<file path="src/fpm_pkg.sv">
// ----------------------------------------------------------------------------
// fpm_pkg: shared types and constants for the single-precision multiplier
// carries the binary32 field constants and the stage-to-stage record
// ----------------------------------------------------------------------------
package fpm_pkg;

  localparam int unsigned WordW = 32;
  localparam int unsigned ExpW  = 8;
  localparam int unsigned FracW = 23;
  localparam int unsigned SigW  = 24;
  localparam int unsigned ProdW = 48;
  localparam int unsigned XW    = 11;   // signed working exponent
  localparam int unsigned Bias  = 127;
  localparam int unsigned LzW   = 5;

  localparam logic [WordW-1:0] DefaultNan = 32'h7FC0_0000;
  localparam logic [WordW-1:0] QuietBit   = 32'h0040_0000;
  localparam logic [ExpW-1:0]  ExpMax     = 8'hFF;

  // special-case outcome decided in the first stage
  typedef struct packed {
    logic             special;
    logic [WordW-1:0] word;
  } spec_t;

  // count leading zeros of a 24-bit significand (frac only, bit 23 clear)
  function automatic logic [LzW-1:0] lzc24(input logic [SigW-1:0] m);
    logic [LzW-1:0] n;
    logic           found;
    n = '0;
    found = 1'b0;
    for (int i = SigW - 1; i >= 0; i--) begin
      if (!found && m[i]) begin
        found = 1'b1;
        n = LzW'(SigW - 1 - i);
      end
    end
    return n;
  endfunction

endpackage

</file>
<file path="src/fpm_round.sv">
// ----------------------------------------------------------------------------
// fpm_round: normalize, denormalize and round a 48-bit significand product
// two register stages: shift with sticky, then round and pack
// ----------------------------------------------------------------------------
module fpm_round
  import fpm_pkg::*;
(
  input  logic                   clk,
  input  logic                   rst,
  input  logic                   in_valid,
  input  logic                   in_sign,
  input  logic signed [XW-1:0]   in_exp,
  input  logic [ProdW-1:0]       in_prod,
  input  spec_t                  in_spec,
  output logic                   out_valid,
  output logic [WordW-1:0]       out_word
);

  logic                 norm_hi;
  logic signed [XW-1:0] exp_n;
  logic [ProdW-1:0]     p_n;
  logic [6:0]           sh;
  logic [ProdW-1:0]     p_sh;
  logic                 sticky;
  logic                 ovf;

  always_comb begin
    norm_hi = in_prod[ProdW-1];
    exp_n   = norm_hi ? in_exp + XW'(1) : in_exp;
    p_n     = norm_hi ? in_prod : {in_prod[ProdW-2:0], 1'b0};
    ovf     = exp_n >= XW'(255);
    if (exp_n <= 0) begin
      sh = (XW'(1) - exp_n > XW'(63)) ? 7'd63 : 7'(XW'(1) - exp_n);
    end else begin
      sh = '0;
    end
    if (sh >= 7'(ProdW)) begin
      p_sh   = '0;
      sticky = |p_n;
    end else begin
      p_sh   = p_n >> sh;
      sticky = |(p_n & ((ProdW'(1) << sh) - ProdW'(1)));
    end
  end

  // stage r1
  logic                 r1_valid;
  logic                 r1_sign;
  logic                 r1_ovf;
  logic                 r1_sub;
  logic [ExpW-1:0]      r1_exp;
  logic [ProdW-1:0]     r1_p;
  spec_t                r1_spec;

  always_ff @(posedge clk) begin
    if (rst) begin
      r1_valid <= 1'b0;
    end else begin
      r1_valid <= in_valid;
    end
    r1_sign <= in_sign;
    r1_ovf  <= ovf;
    r1_sub  <= exp_n <= 0;
    r1_exp  <= ExpW'(exp_n - XW'(1));
    r1_p    <= {p_sh[ProdW-1:1], p_sh[0] | sticky};
    r1_spec <= in_spec;
  end

  logic [SigW:0]      mant;
  logic [SigW-1:0]    rem;
  logic [WordW-2:0]   v;
  logic [WordW-1:0]   word_next;

  always_comb begin
    rem  = r1_p[SigW-1:0];
    mant = {1'b0, r1_p[ProdW-1:SigW]};
    if (rem > 24'h80_0000 || (rem == 24'h80_0000 && mant[0])) begin
      mant = mant + 1'b1;
    end
    if (r1_sub) begin
      v = 31'(mant);
    end else begin
      v = {r1_exp, 23'd0} + 31'(mant);
    end
    if (v >= 31'h7F80_0000 || r1_ovf) begin
      v = 31'h7F80_0000;
    end
    word_next = r1_spec.special ? r1_spec.word : {r1_sign, v};
  end

  always_ff @(posedge clk) begin
    if (rst) begin
      out_valid <= 1'b0;
    end else begin
      out_valid <= r1_valid;
    end
    out_word <= word_next;
  end

endmodule

</file>
<file path="src/fp32_multiplier.sv">
// ----------------------------------------------------------------------------
// fp32_multiplier: IEEE 754 binary32 multiplier, round to nearest even
// four-stage pipeline: unpack, multiply, normalize, round
// ----------------------------------------------------------------------------
// channel  | handshake     | payload
// request  | start / busy  | operand_a, operand_b
// result   | done (strobe) | product
//
// an accepted request passes the s1, s2 and r1 registers and the output register to its done strobe
// one request may enter every cycle; busy is held low, the pipe never stalls
// the limit per stage is the 24x24 significand multiplier in stage two
// rst clears only the valid bits; data registers run free
// the receiver cannot hold off a result, so none needs to wait
module fp32_multiplier
  import fpm_pkg::*;
(
  input  logic             clk,
  input  logic             rst,
  input  logic             start,
  output logic             busy,
  input  logic [WordW-1:0] operand_a,
  input  logic [WordW-1:0] operand_b,
  output logic             done,
  output logic [WordW-1:0] product
);

  assign busy = 1'b0;

  // stage 1: classify and normalize subnormal significands
  logic [ExpW-1:0]  ea, eb;
  logic [FracW-1:0] fa, fb;
  logic             a_nan, b_nan, a_inf, b_inf, a_zero, b_zero;
  logic             sgn;
  spec_t            spec;
  logic [LzW-1:0]   lza, lzb;
  logic [SigW-1:0]  ma, mb;
  logic signed [XW-1:0] xa, xb;

  always_comb begin
    ea = operand_a[30:23];
    eb = operand_b[30:23];
    fa = operand_a[22:0];
    fb = operand_b[22:0];
    sgn = operand_a[31] ^ operand_b[31];
    a_nan = (ea == ExpMax) && (fa != '0);
    b_nan = (eb == ExpMax) && (fb != '0);
    a_inf = (ea == ExpMax) && (fa == '0);
    b_inf = (eb == ExpMax) && (fb == '0);
    a_zero = operand_a[30:0] == '0;
    b_zero = operand_b[30:0] == '0;
    spec.special = 1'b1;
    if (a_nan) begin
      spec.word = operand_a | QuietBit;
    end else if (b_nan) begin
      spec.word = operand_b | QuietBit;
    end else if (a_inf || b_inf) begin
      spec.word = (a_zero || b_zero) ? DefaultNan : {sgn, ExpMax, 23'd0};
    end else if (a_zero || b_zero) begin
      spec.word = {sgn, 31'd0};
    end else begin
      spec.special = 1'b0;
      spec.word    = '0;
    end
    lza = lzc24({1'b0, fa});
    lzb = lzc24({1'b0, fb});
    if (ea == '0) begin
      ma = {1'b0, fa} << lza;
      xa = XW'(1) - XW'(lza) - XW'(Bias);
    end else begin
      ma = {1'b1, fa};
      xa = XW'(ea) - XW'(Bias);
    end
    if (eb == '0) begin
      mb = {1'b0, fb} << lzb;
      xb = XW'(1) - XW'(lzb) - XW'(Bias);
    end else begin
      mb = {1'b1, fb};
      xb = XW'(eb) - XW'(Bias);
    end
  end

  logic                 s1_valid, s1_sign;
  logic [SigW-1:0]      s1_ma, s1_mb;
  logic signed [XW-1:0] s1_exp;
  spec_t                s1_spec;

  always_ff @(posedge clk) begin
    if (rst) begin
      s1_valid <= 1'b0;
    end else begin
      s1_valid <= start;
    end
    s1_sign <= sgn;
    s1_ma   <= ma;
    s1_mb   <= mb;
    s1_exp  <= xa + xb + XW'(Bias);
    s1_spec <= spec;
  end

  // stage 2: exact significand product
  logic                 s2_valid, s2_sign;
  logic [ProdW-1:0]     s2_prod;
  logic signed [XW-1:0] s2_exp;
  spec_t                s2_spec;

  always_ff @(posedge clk) begin
    if (rst) begin
      s2_valid <= 1'b0;
    end else begin
      s2_valid <= s1_valid;
    end
    s2_sign <= s1_sign;
    s2_prod <= ProdW'(s1_ma) * ProdW'(s1_mb);
    s2_exp  <= s1_exp;
    s2_spec <= s1_spec;
  end

  // stages 3 and 4: normalize and round
  fpm_round u_round (
    .clk       (clk),
    .rst       (rst),
    .in_valid  (s2_valid),
    .in_sign   (s2_sign),
    .in_exp    (s2_exp),
    .in_prod   (s2_prod),
    .in_spec   (s2_spec),
    .out_valid (done),
    .out_word  (product)
  );

`ifndef SYNTHESIS
  // a request shows up as a done strobe once it has passed every stage
  assert property (@(posedge clk) disable iff (rst)
    start ##1 !rst ##1 !rst ##1 !rst |=> done)
    else $error("request lost in pipe");
  // no rising done strobe without a request that entered the pipe for it
  assert property (@(posedge clk) disable iff (rst)
    $rose(done) |-> $past(start, 4))
    else $error("done without request");
  // a special-case outcome travels on into stage two
  assert property (@(posedge clk) disable iff (rst)
    s1_valid && s1_spec.special |=> s2_spec.special)
    else $error("special case dropped");
`endif

endmodule
</file>
<file path="config.mk">
export PLATFORM = sky130hd
export DESIGN_NAME = fp32_multiplier
export DESIGN_NICKNAME = d
export VERILOG_FILES = /design/src/fpm_pkg.sv /design/src/fpm_round.sv /design/src/fp32_multiplier.sv
export SDC_FILE = /design/constraint.sdc
export NUM_CORES = 2
export LEC_CHECK = 0
export ABC_AREA = 1
export BUFFER_PORTS_ARGS = -buffer_cell sky130_fd_sc_hd__buf_2
export CAP_MARGIN = 0
export CORE_MARGIN = 2
export CORE_UTILIZATION = 50
export CTS_CLUSTER_DIAMETER = 120
export DETAILED_ROUTE_END_ITERATION = 16
export PLACE_DENSITY = 0.72
export SLEW_MARGIN = 10
export SYNTH_ARGS = -nofsm -noshare
export SYNTH_HDL_FRONTEND = slang
export SYNTH_SLANG_ARGS = --single-unit
</file>
<file path="constraint.sdc">
create_clock -name clk -period 7.33 [get_ports clk]
set_input_delay 0.733 -clock clk [delete_from_list [all_inputs] [get_ports clk]]
set_output_delay 0.733 -clock clk [all_outputs]
set_load 0.03 [all_outputs]
</file>
==> qor.yml <==
status: "finished clean"
cp_common_cell: "nand2_1"
dp.final_hpwl_um: 95500
row_count: 99
cts-hold-fix-buffers: 0
first_pass_iters: 8
netlist.area_leader.share_pct: 26.3
synthTopCellsByArea: "fa_1 26%, dfxtp_1 17%, nand2_1 14%"
top_layer_used: "met4"
crit_slowest_cell: "fa_1"
root_buffer: "clkbuf_16"
drt-initial-drc-count: 3454
netlist_instances: 5103
vias: 33700
rsz0062_at_grt: "false"
postCtsSetupBuffers: 0
slew_headroom_pct: 16.6
pin_count: 101
fin_area_mm2: 0.0397
nFillCells: 7027
synth_enable_flop_cells: 0
grt_pass1_wl_um: 183000
max-clock-path-buffers: 3
maxSlewViolCount: 0
syn_area_per_cell_um2: 7.22
placement.io_buffers: 99
clkSinkCount: 314
dp_slack_ns: 0.384
hold_path.class: "reg2reg"
syn2layout_area_growth_pct: 7.94
grt_max_degree: 82
tightest_slew_ns: 1.24
wl_met1_um: 48600
worst_slack_ns: 0.420
setup_viol: 0
nets: 5897
crit_fanout: 15
critical_path_arrival_ns: 7.38
grt_pass1_vias: 32700
yosysTopAreaCell: "fa_1"
synth_fp_nets: 5869
ant_nets: 0
initial_core_util_pct: 50.5
drc_errors: 0
numCtsBuffers: 36
dieHeight_um: 275
die_w_um: 275
drive_above_1_share_pct: 6.87
synth_ff_type: "dfxtp_1"
fin_skew_ns: 0.0460
grt_use_total_pct: 31.1
max_cap_viol_count: 0
dr_wl_met2_um: 52400
synth_cell_types: 61
min_period_ns: 6.91
die_area_mm2: 0.0758
drt_wl_total_um: 117000
yosysWarnings: 0
met3WireLength_um: 9490
htreeDepth: 2
fmax_mhz: 145
worstSkewPairLatency_ns: 0.58
synth-seq-cells: 314
core_area_mm2: 0.0730
crit_type: "reg2reg"
antenna_found_initial: 1
vias_per_cell: 5.51
clkTransAtPathRegs_ns: 0.06
required_ns: 7.80
cts_tree: "built"
async_flop_share_pct: 0
grt-ovfl-total: 0
post_drt_wl_per_cell_um: 19.1
worstPathBufferInverterCount: 3
yosysSeqAreaShare_pct: 17.1
gp_congestion: 1.02
tns_ns: 0
hold_viol_final: 0
start_kind: "flip-flop"
finalCritPeriodShare_pct: 94.3
crit_path_end_kind: "flip-flop"
syn_area_mm2: 0.0368
placed_area_mm2: 0.0385
critPathMaxStageDelay_ns: 0.57
path_delay_family: "adder cells"
-- synth_stat cells, types with 10 or more instances --
cell type	n
nand3_1	198
nor2_2	12
a22o_1	15
xnor2_1	21
buf_1	20
buf_2	21
o21a_1	13
clkbuf_1	176
nand2_2	13
fa_1	484
o221ai_1	10
nand4_1	75
nor2_4	11
inv_2	11
a21oi_1	103
nor2_1	291
inv_1	1041
dfxtp_1	314
o22ai_1	36
nand2_1	1348
ha_1	215
xor2_1	70
o211ai_1	36
nor4_1	16
a31oi_1	30
mux2i_1	28
o21ai_0	349
nor3_1	46
-- stage by stage --
step / hold slack [ns] / instances / utilization [%]
global placement: 0.310 / 6052 / 52.8
CTS: 0.307 / 6113 / 54.4
floorplan: 0.310 / 5103 / -
global route: 0.297 / 6113 / 54.5
detailed placement: 0.312 / 6052 / 52.8
finish: 0.297 / 6114 / 54.5
-- sequential cells by signal, indices dropped and copies added (netlist names), 8 cells and up --
name	count
u_round.r1_p	48
s1_ma	24
s2_exp	11
s2_spec	33
s1_spec	33
s2_prod	48
u_round.r1_exp	8
s1_mb	24
u_round.r1_spec	33
s1_exp	11
u_round.out_word	32
-- routing by layer --
layer,GRT usage (%),vias to the layer above
li1,-,15700
met1,42.1,16100
met2,49.7,1571
met3,3.91,335
met4,14.7,0
met5,0,-
-- final timing paths --
path,startpoint,to,slack (ns),cells past startpoint
worst max-delay path,s1_ma[6]$_DFF_P_,s2_prod[42]$_DFF_P_,0.42,29
worst min-delay path,s1_spec[30]$_DFF_P_,s2_spec[30]$_DFF_P_,0.30,0
worst max register to register,s1_ma[6]$_DFF_P_,s2_prod[42]$_DFF_P_,0.42,29
worst min register to register,s1_spec[30]$_DFF_P_,s2_spec[30]$_DFF_P_,0.30,0
-- cell families (layout without fill, tap and decap cells) --
group           Yosys count  after routing  share of synthesized area (%)
xor+xnor                 92             92                           2.21
mux                      28             28                          0.761
buf+inv                1283           1334                           13.2
other cells               1              2                         0.0102
fa+ha+maj               699            699                           33.6
compound gates          632            632                           9.72
flops                   314            314                           17.1
simple gates           2054           2054                           23.4
-- worst register-to-register path: cells and delay by family (launching register included) --
kind / cells / cell delay (ns)
compound gates: 6 / 1.03
xor+xnor: 1 / 0.13
fa+ha+maj: 8 / 3.70
buf+inv: 3 / 0.48
flops: 1 / 0.42
simple gates: 11 / 1.10
-- area by class of cell --
cell class                      count  area (um2)  share of cell area, %
Tap cell                          959        1200                   3.02
Clock buffer                       43         957                   2.41
Timing Repair Buffer              214        1390                   3.49
Clock inverter                     18         245                  0.617
Sequential cell                   314        6290                   15.8
Inverter                         1059        3980                   10.0
Antenna cell                        1        2.50                0.00630
Multi-Input combinational cell   3506       25700                   64.6
-- cell usage in the layout (no fill, tap or decap), types with 5 or more instances in the layout --
cell type,synthesis,layout
buf_2,21,99
or2_2,9,9
xnor2_1,21,21
fa_1,484,484
nand2_2,13,15
o31ai_1,6,6
inv_2,11,11
and2_1,5,5
nor2_4,11,11
o21ai_1,6,7
ha_1,215,215
clkinv_1,6,6
o21a_1,13,13
o2111ai_1,5,5
nor4_1,16,16
xor2_1,70,70
o22ai_1,36,36
nand3b_1,9,9
nand4_1,75,75
mux2i_1,28,28
o21ai_0,349,347
nand2_1,1348,1346
nand3_1,198,198
o211ai_1,36,36
dfxtp_2,0,5
a22o_1,15,15
buf_4,6,110
clkinv_2,0,5
clkbuf_16,0,36
nor2_1,291,291
nor3_1,46,46
dfxtp_1,314,309
a21oi_1,103,103
a31oi_1,30,30
o221ai_1,10,10
nor2_2,12,12
inv_1,1041,1041
nor3b_1,5,5
-- repair_timing --
item                                    CTS  global route
endpoints found under the hold margin     0             0
endpoints found under the setup margin    0             6
resized for setup                         0            10
Power is not shown: default switching activity piles up to over one toggle a cycle in this logic, so the estimate is an artifact.
